File: config.mk
export PLATFORM = sky130hd
export DESIGN_NAME = dnsc_step
export DESIGN_NICKNAME = d
export VERILOG_FILES = /design/src/hw/rtl/dnsc_pkg.sv /design/src/hw/rtl/dnsc_step.sv
export SDC_FILE = /design/constraint.sdc
export NUM_CORES = 1
export LEC_CHECK = 0
export BUFFER_PORTS_ARGS = -buffer_cell sky130_fd_sc_hd__buf_2
export CORE_ASPECT_RATIO = 1.5
export CORE_MARGIN = 2
export CORE_UTILIZATION = 50
export DETAILED_ROUTE_END_ITERATION = 10
export GPL_TIMING_DRIVEN = 1
export PLACE_DENSITY_LB_ADDON = 0.1
export SLEW_MARGIN = 40
export SYNTH_ARGS = -nofsm -noshare
export SYNTH_HDL_FRONTEND = slang
export SYNTH_SLANG_ARGS = --single-unit
File: constraint.sdc
create_clock -name vclk -period 18.55
set_clock_uncertainty 0.15 [all_clocks]
set_input_delay 0.9275 -clock vclk [all_inputs]
set_output_delay 0.9275 -clock vclk [all_outputs]
set_load 0.02 [all_outputs]
File: src/hw/rtl/dnsc_pkg.sv
// Shared types and constants for the DNS name syntax checker.
// Holds the per-name state record and its start-of-name value.
// No dependencies.
`timescale 1ns / 1ps

package dnsc_pkg;

	// Character codes that the checker recognises.
	localparam logic [7:0] CH_DOT    = 8'h2E;
	localparam logic [7:0] CH_BSLASH = 8'h5C;
	localparam logic [7:0] CH_ZERO   = 8'h30;
	localparam logic [7:0] CH_NINE   = 8'h39;

	// Limits on a label, the wire form, the name length and an escape value.
	localparam logic [5:0] LABEL_MAX      = 6'd63;
	localparam logic [8:0] WIRE_MAX       = 9'd255;
	localparam logic [8:0] NAME_CHARS_MAX = 9'd255;
	localparam logic [9:0] ESC_VALUE_MAX  = 10'd255;

	// Escape phase: none, after a backslash, one digit pending, two digits pending.
	typedef enum logic [3:0] {
		ESC_NONE  = 4'b0001,
		ESC_SLASH = 4'b0010,
		ESC_DIG1  = 4'b0100,
		ESC_DIG2  = 4'b1000
	} dnsc_esc_t;

	// Everything the checker remembers between characters of one name.
	typedef struct packed {
		logic [5:0] label_count;
		logic [8:0] wire_count;
		logic [8:0] char_count;
		dnsc_esc_t  escape_phase;
		logic [6:0] digit_value;
		logic       failed;
		logic       root_candidate;
	} dnsc_state_t;

	// State at the start of every name; the wire count already holds the root byte.
	localparam dnsc_state_t STATE_RESET = '{
		label_count:    6'd0,
		wire_count:     9'd1,
		char_count:     9'd0,
		escape_phase:   ESC_NONE,
		digit_value:    7'd0,
		failed:         1'b0,
		root_candidate: 1'b0
	};

endpackage

File: src/hw/rtl/dnsc_step.sv
// Combinational update of the name state for one character, with the verdict
// for a final character. Depends on dnsc_pkg.
`timescale 1ns / 1ps

module dnsc_step
	import dnsc_pkg::*;
(
	input  dnsc_state_t cur_state,
	input  logic [7:0]  name_char,
	input  logic        last_char,
	output dnsc_state_t next_state,
	output logic        name_ok
);

	function automatic logic is_digit(logic [7:0] c);
		return (c >= CH_ZERO) && (c <= CH_NINE);
	endfunction

	// Adds one character to the current label, failing on the label or wire limit.
	function automatic dnsc_state_t add_label(dnsc_state_t s);
		dnsc_state_t r;
		r = s;
		if (!s.failed) begin
			if ((s.label_count >= LABEL_MAX) ||
			    (({3'b000, s.label_count} + s.wire_count + 9'd2) > WIRE_MAX)) begin
				r.failed = 1'b1;
			end else begin
				r.label_count = s.label_count + 6'd1;
			end
		end
		return r;
	endfunction

	// An unescaped character: a dot closes a label, a backslash opens an escape.
	function automatic dnsc_state_t plain_char(dnsc_state_t s, logic [7:0] c);
		dnsc_state_t r;
		r = s;
		if (c == CH_DOT) begin
			if (s.label_count == 6'd0) begin
				r.failed = 1'b1;
			end else begin
				r.wire_count  = s.wire_count + {3'b000, s.label_count} + 9'd1;
				r.label_count = 6'd0;
			end
		end else if (c == CH_BSLASH) begin
			r.escape_phase = ESC_SLASH;
		end else begin
			r = add_label(s);
		end
		return r;
	endfunction

	// One character through the escape phases.
	function automatic dnsc_state_t take_char(dnsc_state_t s, logic [7:0] c);
		dnsc_state_t r;
		logic [9:0]  dec;
		r   = s;
		dec = ({3'b000, s.digit_value} << 3) + ({3'b000, s.digit_value} << 1)
		      + {6'd0, c[3:0]};
		case (s.escape_phase)
			ESC_NONE: begin
				r = plain_char(s, c);
			end
			ESC_SLASH: begin
				if (is_digit(c)) begin
					r.digit_value  = {3'b000, c[3:0]};
					r.escape_phase = ESC_DIG1;
				end else begin
					r              = add_label(s);
					r.escape_phase = ESC_NONE;
				end
			end
			ESC_DIG1: begin
				if (is_digit(c)) begin
					r.digit_value  = dec[6:0];
					r.escape_phase = ESC_DIG2;
				end else begin
					// Broken escape: the digit stands as a label character.
					r.escape_phase = ESC_NONE;
					r = add_label(r);
					if (!r.failed) r = plain_char(r, c);
				end
			end
			ESC_DIG2: begin
				r.escape_phase = ESC_NONE;
				if (is_digit(c)) begin
					if (dec > ESC_VALUE_MAX) r.failed = 1'b1;
					else r = add_label(r);
				end else begin
					// Broken escape: both digits stand as label characters.
					r = add_label(r);
					r = add_label(r);
					if (!r.failed) r = plain_char(r, c);
				end
			end
			default: begin
				r = s;
			end
		endcase
		return r;
	endfunction

	dnsc_state_t upd;
	dnsc_state_t fin;
	logic [9:0]  wire_end;

	// Character count, root detection and the character itself.
	always_comb begin
		upd = cur_state;
		if ((cur_state.char_count == 9'd0) && (name_char == CH_DOT)) begin
			upd.root_candidate = 1'b1;
		end
		if (cur_state.char_count >= NAME_CHARS_MAX) begin
			upd.failed = 1'b1;
		end else begin
			upd.char_count = cur_state.char_count + 9'd1;
		end
		if (!upd.failed) upd = take_char(upd, name_char);
	end

	// End of name: settle a pending escape and close the last label.
	always_comb begin
		fin = upd;
		if (!upd.failed) begin
			case (upd.escape_phase)
				ESC_SLASH: fin.failed = 1'b1;
				ESC_DIG1:  fin = add_label(upd);
				ESC_DIG2:  fin = add_label(add_label(upd));
				default:   fin = upd;
			endcase
		end
		wire_end = {1'b0, fin.wire_count};
		if (!fin.failed && (fin.label_count != 6'd0)) begin
			wire_end = {1'b0, fin.wire_count} + {4'd0, fin.label_count} + 10'd1;
		end
		name_ok = (!fin.failed && (wire_end <= {1'b0, WIRE_MAX})) ||
		          (fin.root_candidate && (fin.char_count == 9'd1));
	end

	assign next_state = last_char ? STATE_RESET : upd;

endmodule

==> results.ini, run 1 <==
[run_status]
status=finished clean

[global_route]
track_usage=0.345
grt_first_pass_wirelength_um=45700
grt_pass1_vias=8606
grt-ovfl-total=0
antenna_found_initial=0
grt_start_max_net_pins=38

[synth]
synth.most_common_cell=nor2_1
syn_area_um2=7670
avgSynthCellArea_um2=6.87
synth.cells.most_frequent=122 x nor2_1, 94 x nand2_1, 91 x ha_1
yosysWarnings=0
seq_area_frac_synth=0
ys_types=118
synth_top_area_share=0.148
synth_nets=1262
synth_area_leader_cell=ha_1
synthTopCellsByArea=ha_1 15%, nor2_1 6.0%, a21oi_1 4.7%
syn_inst=1117

[drt]
vias=9274
drtPass1Iterations=6
drtIter0Drc=981
ant_nets=0
routed_via_density=6.77
wl_per_cell_um=21.8
drc=0
wl_um=29900

[sta]
finalSetupTns_ns=0
slew_headroom=0.346
clock.fmax_mhz=56.8
finalCritPeriodShare=0.949
worst_pin_slew_ns=0.956
fin_crit_ns=17.60
drv_slew=0
hold_viol=0
setup_slack_ns=0.950
setup_viol=0

[layout]
n_antenna_cell=0
seq_cells=0
final_util=0.553
fin_cells=1369
ff_latch_area_um2=0
area_growth_syn_to_layout_pct=8.70
drive_above_1_share=0.163
nClkBuffers=0
finalNetCount=1317
fillCellCount=1562

[power]
powerDensity_nw_per_um2=39.5
ir_worst_vdd_v=0.0000235
leakage_nw=3.44

[floorplanning]
placementRows=55
die_area_um2=16400
die_w_um=105
core_area_um2=15100
pin_count=84
start_util=0.509
fp.dieH_um=156

[flow_run]
drv_cap=0

[placement]
pre_cts_ws_ns=0.546
dp_hpwl_um=23900
routabilityCongestion=1.06
dp_cells=1359
io_buffers=84

[critical_path]
critPathKind=input pin to output port
required_ns=17.47
endpoint_kind=output port
arrival_ns=16.52
start_kind=input pin
crit_top_cell=ha_1
cp_slowest_cell=fa_1
cp_max_fo=22
max_stage_delay_ns=0.54

[hold_path]
min_path_type=input pin to output port

[cts]
postCtsHoldBufs=0

-- logic make-up (layout without fill, tap and decap cells) --
group / Yosys count / count (layout) / share of synthesized area
simple gates: 463 / 463 / 0.317
compound gates: 382 / 383 / 0.379
xor+xnor: 48 / 48 / 0.0558
fa+ha+maj: 99 / 99 / 0.169
mux: 12 / 12 / 0.0168
buf+inv: 113 / 165 / 0.0625
-- power by group --
part	internal [mW]	total, mW	leakage (nW)	switching, mW
logic	0.122	0.329	3.44	0.208
registers	0	0	0	0
clock network	0	0	0	0
total	0.122	0.329	3.44	0.208
-- layout by cell type, fill, tap and decap left out, types with 8 or more instances in the layout --
cell | Yosys | final
xor2_1 | 14 | 14
a21o_1 | 17 | 17
buf_2 | 8 | 84
o211ai_1 | 15 | 15
inv_1 | 50 | 49
nand3_1 | 44 | 43
o211a_1 | 8 | 8
nand3b_1 | 8 | 8
o21ai_0 | 63 | 63
nor4_1 | 10 | 10
or3_1 | 9 | 9
and2_1 | 17 | 16
a21oi_1 | 72 | 69
o31ai_1 | 11 | 11
and3_1 | 23 | 23
nor3_1 | 27 | 27
nand2b_1 | 14 | 14
o221ai_1 | 8 | 8
nand2_1 | 94 | 94
xnor2_1 | 33 | 30
ha_1 | 91 | 91
buf_4 | 1 | 24
a31oi_1 | 26 | 25
nor2_1 | 122 | 121
nor2b_1 | 23 | 23
o22ai_1 | 9 | 9
a211oi_1 | 15 | 15
fa_1 | 8 | 8
o21a_1 | 13 | 13
mux2i_1 | 8 | 8
nand4_1 | 16 | 16
-- stage by stage --
step	hold WS, ns	power [mW]	area, um^2
floorplan	1.85	0.229	7670
global placement	2.06	0.308	8190
detailed placement	2.06	0.309	8190
CTS	2.06	0.311	8190
global route	2.10	0.358	8340
finish	2.06	0.329	8340
-- worst max-delay path, delay by kind of cell --
kind	cells	cell delay (ns)
adders and majority gates	12	3.76
buffers and inverters	8	1.11
and+or+nand+nor	19	2.82
AOI/OAI and AO/OA	32	6.97
xor gates and xnor gates	3	0.53
muxes	1	0.36
-- layer usage --
metal | track usage | up-vias | share of wire
li1 | - | 4373 | -
met1 | 0.380 | 4266 | 0.37
met2 | 0.632 | 502 | 0.49
met3 | 0.0251 | 133 | 0.063
met4 | 0.225 | 0 | 0.075
met5 | 0 | - | 0
-- area by class of cell --
type                            count  area, um^2  share of cell area
Inverter                           57         218              0.0261
Multi-Input combinational cell   1005        7270               0.872
Tap cell                          199         249              0.0299
Timing Repair Buffer              108         601              0.0720
-- final timing paths --
path | start | end | slack, ns | depth (start not counted)
max | cur_state[31] | name_ok | 0.95 | 75
min | cur_state[0] | next_state[0] | 2.06 | 4
-- repair_timing --
item | CTS | global route
buffers inserted | 0 | 9
setup endpoints to repair | 0 | 1
gates resized for setup | 0 | 14
No activity file was read; power rests on OpenSTA's default activity.
==> run 2, diff against run 1 <==
--- a/config.mk
+++ b/config.mk
@@ -7,5 +7,5 @@
 export LEC_CHECK = 0
 export BUFFER_PORTS_ARGS = -buffer_cell sky130_fd_sc_hd__buf_2
-export CORE_ASPECT_RATIO = 1.5
+export CORE_ASPECT_RATIO = 1.4
 export CORE_MARGIN = 2
 export CORE_UTILIZATION = 50
@@ -13,5 +13,4 @@
 export GPL_TIMING_DRIVEN = 1
 export PLACE_DENSITY_LB_ADDON = 0.1
-export SLEW_MARGIN = 40
 export SYNTH_ARGS = -nofsm -noshare
 export SYNTH_HDL_FRONTEND = slang
==> constraint.sdc (replaced) <==
create_clock -name vclk -period 18.55
set_clock_uncertainty 0.15 [all_clocks]
set_input_delay 2.7825 -clock vclk [all_inputs]
set_output_delay 2.7825 -clock vclk [all_outputs]
set_load 0.02 [all_outputs]
==> run 2 against run 1 <==
Net effect:
- the flow now finishes with violations (negative setup slack)
- clock-buffer cell count stayed put
- cell count is 18% higher
- first-iteration DRC count is 28% higher
- cell area is 28% higher
==> results.ini, run 2 (synthesis results as in run 1) <==
[critical_path]
arrival_ns=16.93  ; was 16.52 ns
start_kind=input pin  ; unchanged
critPathKind=input pin to output port  ; unchanged
endpoint_kind=output port  ; unchanged
crit_top_cell=buf_4  ; was ha_1
cp_slowest_cell=fa_2  ; was fa_1
required_ns=15.62  ; was 17.47 ns
max_stage_delay_ns=0.60  ; was 0.54 ns
cp_max_fo=4  ; was 22

[drt]
routed_via_density=6.52  ; was 6.77
vias=10500  ; was 9274
ant_nets=0  ; unchanged
drtPass1Iterations=7  ; was 6
wl_um=34000  ; was 29900 um
drtIter0Drc=1254  ; was 981
wl_per_cell_um=21.1  ; was 21.8 um
drc=0  ; unchanged

[power]
power_frac_clock=0  ; about the same
finalPower_mw=0.467  ; was 0.329 mW
pwr-share-seq=0  ; about the same
switching_power_mw=0.252  ; was 0.208 mW
ir_worst_vdd_v=0.0000286  ; was 0.0000235 V
p_comb_frac=1.000  ; about the same
powerDensity_nw_per_um2=43.7  ; was 39.5 nW/um^2
leakage_nw=4.75  ; was 3.44 nW
power.internal_mw=0.216  ; was 0.122 mW
switching_share=0.538  ; was 0.631

[global_route]
antenna_found_initial=0  ; unchanged
grt_pass1_vias=9926  ; was 8606
track_usage=0.398  ; was 0.345
grt-ovfl-total=0  ; unchanged
grt_first_pass_wirelength_um=51200  ; was 45700 um
grt_start_max_net_pins=38  ; unchanged

[layout]
multiInputGateArea_um2=7680  ; was 7270 um^2
mostFrequentLayoutCell=buf_4  ; was nor2_1
finalNetCount=1568  ; was 1317
fin_cells=1613  ; was 1369
finalInstanceArea_um2=10700  ; was 8340 um^2
nClkBuffers=0  ; unchanged
n_antenna_cell=0  ; unchanged
drive_above_1_share=0.354  ; was 0.163
fillCellCount=1278  ; was 1562
ff_latch_area_um2=0  ; unchanged
seq_cells=0  ; unchanged
layout_common_cells=269 x buf_4, 120 x nor2_1, 89 x nand2_1  ; was 121 x nor2_1, 94 x nand2_1, 91 x ha_1
area_growth_syn_to_layout_pct=39.3  ; was 8.70%

[sta]
worst_pin_slew_ns=1.25  ; was 0.956 ns
setup_viol=1  ; was 0
setup_slack_ns=-1.31  ; was 0.950 ns
clock.fmax_mhz=50.3  ; was 56.8 MHz
fin_crit_ns=19.86  ; was 17.60 ns
rsz0062_at_grt=true
hold_viol=0  ; unchanged
finalCritPeriodShare=1.07  ; was 0.949
slew_headroom=0.157  ; was 0.346
drv_slew=0  ; unchanged

[placement]
routabilityCongestion=0.995  ; was 1.06
dp_cells=1569  ; was 1359
placed_cell_area_um2=10000  ; was 8190 um^2
dp_hpwl_um=26600  ; was 23900 um
io_buffers=84  ; unchanged

[floorplanning]
die_w_um=109  ; was 105 um
fp.dieH_um=151  ; was 156 um
start_util=0.512  ; was 0.509
placementRows=53  ; was 55
pin_count=84  ; unchanged
core_area_um2=15000  ; was 15100 um^2
die_area_um2=16400  ; about the same

[flow_run]
drv_cap=0  ; unchanged

[hold_path]
min_path_type=input pin to output port  ; unchanged

[run_status]
status=finished with violations  ; was finished clean
violations=negative setup slack

[cts]
postCtsHoldBufs=0  ; unchanged

==> run 2: cell types whose count changed in the layout (fill, tap and decap cells not counted), sizes merged <==
cell | previous run | this run
a31o | 9 | 8
clkinvlp | 1 | 0
inv | 55 | 56
buf | 108 | 360
==> run 2: routing by layer <==
| metal | wire length (um) | vias up | track usage |
|---|---|---|---|
| met3 | 2510 | 193 | 0.0550 |
| met2 | 16700 | 600 | 0.721 |
| met5 | 0 | - | 0 |
| li1 | - | 4872 | - |
| met4 | 2940 | 0 | 0.275 |
| met1 | 11900 | 4859 | 0.417 |
==> run 2: stage by stage <==
stage / util / TNS [ns] / hold WS (ns) / setup slack, ns
final: 0.713 / -1.31 / 5.76 / -1.31
after global routing: 0.713 / -1.78 / 5.81 / -1.78
after CTS: 0.700 / -0.780 / 5.76 / -0.780
after detailed placement: 0.670 / -1.26 / 5.76 / -1.26
after global placement: 0.670 / -0.828 / 5.76 / -0.828
after floorplan: - / -0.314 / 5.56 / -0.314
==> run 2: final timing paths <==
check                  endpoint  slack (ns)          start  cells after the start
hold / removal    next_state[0]        5.76   cur_state[0]                      4
setup / recovery        name_ok       -1.31  cur_state[22]                     78
==> run 2: layout make-up <==
| cell class | instances | share of cell area |
|---|---|---|
| inverter | 57 | 0.0205 |
| multi-input combinational | 1004 | 0.719 |
| tap | 192 | 0.0225 |
| timing repair buffer | 360 | 0.238 |
==> run 2: worst max-delay path: cells and delay by family <==
family / cells / cell delay [ns]
compound gates: 27 / 5.53
fa+ha+maj: 11 / 3.09
buf+inv: 20 / 2.36
simple gates: 15 / 2.13
xor+xnor: 4 / 0.72
mux: 1 / 0.33
==> run 2: power by group through the flow <==
stage          Sequential, mW  Clock, mW  Combinational (mW)
6_report                    0          0               0.467
5_1_grt                     0          0               0.498
4_1_cts                     0          0               0.433
3_5_place_dp                0          0               0.405
3_3_place_gp                0          0               0.398
2_1_floorplan               0          0               0.243
==> run 2: what timing repair did <==
item,4_1_cts,5_1_grt
setup buffers,39,6
gates resized for setup,34,31
pin swaps,43,36
endpoints found under the setup margin,1,1
hold endpoints to repair,0,0
==> run 3, diff against run 2 <==
CELL_PAD_IN_SITES_DETAIL_PLACEMENT = 2   (was not set)
CELL_PAD_IN_SITES_GLOBAL_PLACEMENT = 2   (was not set)
CORE_UTILIZATION = 35   (was 50)
==> run 3 against run 2 <==
Net effect:
- the flow now stops in 5_1_grt
- synthesized area stayed put
- synthesized cell count unchanged
==> results.ini, run 3 <==
[synth]
synth.most_common_cell=nor2_1  ; unchanged
synth_compound_area_frac=0.379  ; unchanged
synth_top_area_share=0.148  ; unchanged
syn_inst=1117  ; unchanged
synth_area_leader_cell=ha_1  ; unchanged
synthTopCellsByArea=ha_1 15%, nor2_1 6.0%, a21oi_1 4.7%  ; unchanged
seq_area_frac_synth=0  ; unchanged
synth_fa_ha_area_frac=0.169  ; unchanged
synth_mux_area_frac=0.0168  ; unchanged
syn_area_um2=7670  ; unchanged
synth_top_family_by_area=compound AO/OA/AOI/OAI gates  ; unchanged
synth_xor_area_frac=0.0558  ; unchanged
yosysWarnings=0  ; unchanged
avgSynthCellArea_um2=6.87  ; unchanged
synth_nets=1262  ; unchanged
synth.cells.most_frequent=122 x nor2_1, 94 x nand2_1, 91 x ha_1  ; unchanged
ys_types=118  ; unchanged
synth-simple-area-share=0.317  ; unchanged

[global_route]
grt_start_max_net_pins=38
grt-ovfl-total=226
track_usage=0.780

[placement]
pre_cts_ws_ns=-2.37  ; was -1.26 ns
io_buffers=84  ; unchanged
routabilityCongestion=0.942  ; was 0.995
dp_hpwl_um=39600  ; was 26600 um

[floorplanning]
pin_count=84  ; unchanged
start_util=0.353  ; was 0.512
die_w_um=129  ; was 109 um
fp.dieH_um=179  ; was 151 um
placementRows=64  ; was 53

[run_status]
status=stopped before the end  ; was finished with violations
flow.stopped_at=5_1_grt
stop_error=[ERROR GRT-0232] Routing congestion too high. Check the congestion heatmap in the GUI.

[sta]
worst_endpoint_kind=output port
postGrtWorstEndpoint=name_ok

-- run 3: cell counts after synthesis --
Identical to the previous run, type by type.
-- run 3: kinds of logic after synthesis --
family                     after synthesis
AOI/OAI and AO/OA                      382
xor gates and xnor gates                48
adders and majority gates               99
buffers and inverters                  113
muxes                                   12
and+or+nand+nor                        463
-- run 3: what timing repair did --
item / 4_1_cts
setup buffers: 21
setup endpoints to repair: 1
hold endpoints to repair: 0
resized for setup: 70
pin swaps: 58
hold buffers: 0
-- run 3: layer usage --
layer	track usage	overflow
met2	0.972	132
met4	0.872	90
met3	0.600	2
met1	0.743	1
met5	0.183	1
-- run 3: stage by stage --
| step | cells | area, um^2 | hold slack (ns) |
|---|---|---|---|
| 2_1_floorplan | 1117 | 7890 | 5.56 |
| 3_3_place_gp | 1695 | 10300 | 5.78 |
| 3_5_place_dp | 1695 | 10300 | 5.80 |
| 4_1_cts | 1715 | 10800 | 5.80 |
==> run 4, diff against run 3 <==
CELL_PAD_IN_SITES_DETAIL_PLACEMENT = not set   (was 2)
CELL_PAD_IN_SITES_GLOBAL_PLACEMENT = not set   (was 2)
CORE_ASPECT_RATIO = not set   (was 1.4)
PLACE_DENSITY_LB_ADDON = 0.15   (was 0.1)
==> run 4 against run 3 <==
Net effect:
- the flow now finishes, with violations (negative setup slack)
==> results.ini, run 4 (synthesis results as in run 1) <==
[critical_path]
cp_slowest_cell=fa_2
required_ns=15.62
max_stage_delay_ns=0.54
cp-endpoint=name_ok
arrival_ns=16.45
cp.depth=80
cp_max_fo=4
crit_start=cur_state[22]
start_kind=input pin
endpoint_kind=output port
critPathKind=input pin to output port
crit_top_cell=ha_4
cp_top_family=compound AO/OA/AOI/OAI gates
worst-path-buf-inv=11

[placement]
pre_cts_ws_ns=-1.32  ; was -2.37 ns
io_buffers=84  ; unchanged
routabilityCongestion=0.978  ; was 0.942
dp_hpwl_um=27200  ; was 39600 um

[layout]
nClkBuffers=0
area_growth_syn_to_layout_pct=39.6
multiInputGateArea_um2=7720
finalNetCount=1554
seq_cells=0
mostFrequentLayoutCell=buf_4
n_antenna_cell=0
ff_latch_area_um2=0
fillCellCount=2185
layout_common_cells=258 x buf_4, 118 x nor2_1, 91 x nand2_1
drive_above_1_share=0.348

[sta]
rsz0062_at_grt=true
setup_viol=1
finalCritPeriodShare=1.04
hold_viol=0
clock.fmax_mhz=51.6
worst_pin_slew_ns=1.10
fin_crit_ns=19.38
drv_slew=0
setup_slack_ns=-0.830
slew_headroom=0.258

[flow_run]
drv_cap=0

[drt]
ant_nets=0
wl_per_cell_um=19.8
drtIter0Drc=969
route.met2.wl_um=14600
routed_via_density=6.01
met3_length_um=2890
vias=10100
drc=0
wl_um=33500
drtPass1Iterations=6
top_layer_used=met4
met1_length_um=15200

[floorplanning]
placementRows=54  ; was 64
core_area_um2=21700
fp.dieH_um=152  ; was 179 um
start_util=0.354  ; was 0.353
pin_count=84  ; unchanged
die_w_um=152  ; was 129 um
die_area_um2=23100

[hold_path]
hold_depth=4
min_path_type=input pin to output port

[global_route]
grt_first_pass_wirelength_um=52700
track_usage=0.277
grt_start_max_net_pins=38
grt-ovfl-total=0
grt_pass1_vias=9658
antenna_found_initial=0

[power]
leakage_nw=4.67
power_frac_clock=0
switching_power_mw=0.241
ir_worst_vdd_v=0.0000191
powerDensity_nw_per_um2=41.7
switching_share=0.540
finalPower_mw=0.447
pwr-share-seq=0
power.internal_mw=0.205
p_comb_frac=1.000

[run_status]
status=finished with violations  ; was stopped before the end
violations=negative setup slack

[cts]
postCtsHoldBufs=0  ; unchanged

[run 4: final cells by class]
type | count | area share
timing repair buffer | 346 | 0.226
multi-input combinational | 1004 | 0.721
inverter | 57 | 0.0204
tap | 280 | 0.0327
[run 4: worst min-delay path: cells and delay by family]
kind,cells,cell delay (ns)
and+or+nand+nor,1,0.07
buffers and inverters,2,0.26
AOI/OAI and AO/OA,1,0.04
[run 4: how the worst min path moves through the flow]
| stage | from | to |
|---|---|---|
| floorplan | cur_state[21] | next_state[21] |
| global placement | name_char[0] | next_state[2] |
| detailed placement | cur_state[0] | next_state[0] |
| CTS | cur_state[0] | next_state[0] |
| global route | name_char[0] | next_state[2] |
| finish | cur_state[0] | next_state[0] |
[run 4: per-stage QoR]
step / instances / utilization / TNS [ns] / cell area (um^2) / hold slack [ns]
2_1_floorplan: 1117 / - / -0.314 / 7890 / 5.56
3_3_place_gp: 1658 / 0.468 / -0.973 / 10100 / 5.78
3_5_place_dp: 1658 / 0.468 / -1.32 / 10100 / 5.78
4_1_cts: 1675 / 0.484 / -0.592 / 10500 / 5.78
5_1_grt: 1687 / 0.494 / -1.58 / 10700 / 5.81
6_report: 1687 / 0.494 / -0.830 / 10700 / 5.78
[run 4: what timing repair did]
item	CTS	global route
buffers inserted	18	12
setup endpoints to repair	1	1
pin swaps	41	40
gates resized for setup	41	26
cloned	0	0
[run 4: per-layer routing]
layer | GRT usage | vias to the layer above
li1 | - | 4846
met1 | 0.386 | 4761
met2 | 0.439 | 465
met3 | 0.0522 | 62
met4 | 0.0694 | 0
met5 | 0 | -
[run 4: power by group through the flow]
stage	clock (mW)	sequential (mW)	combinational [mW]
2_1_floorplan	0	0	0.243
3_3_place_gp	0	0	0.402
3_5_place_dp	0	0	0.402
4_1_cts	0	0	0.424
5_1_grt	0	0	0.485
6_report	0	0	0.447
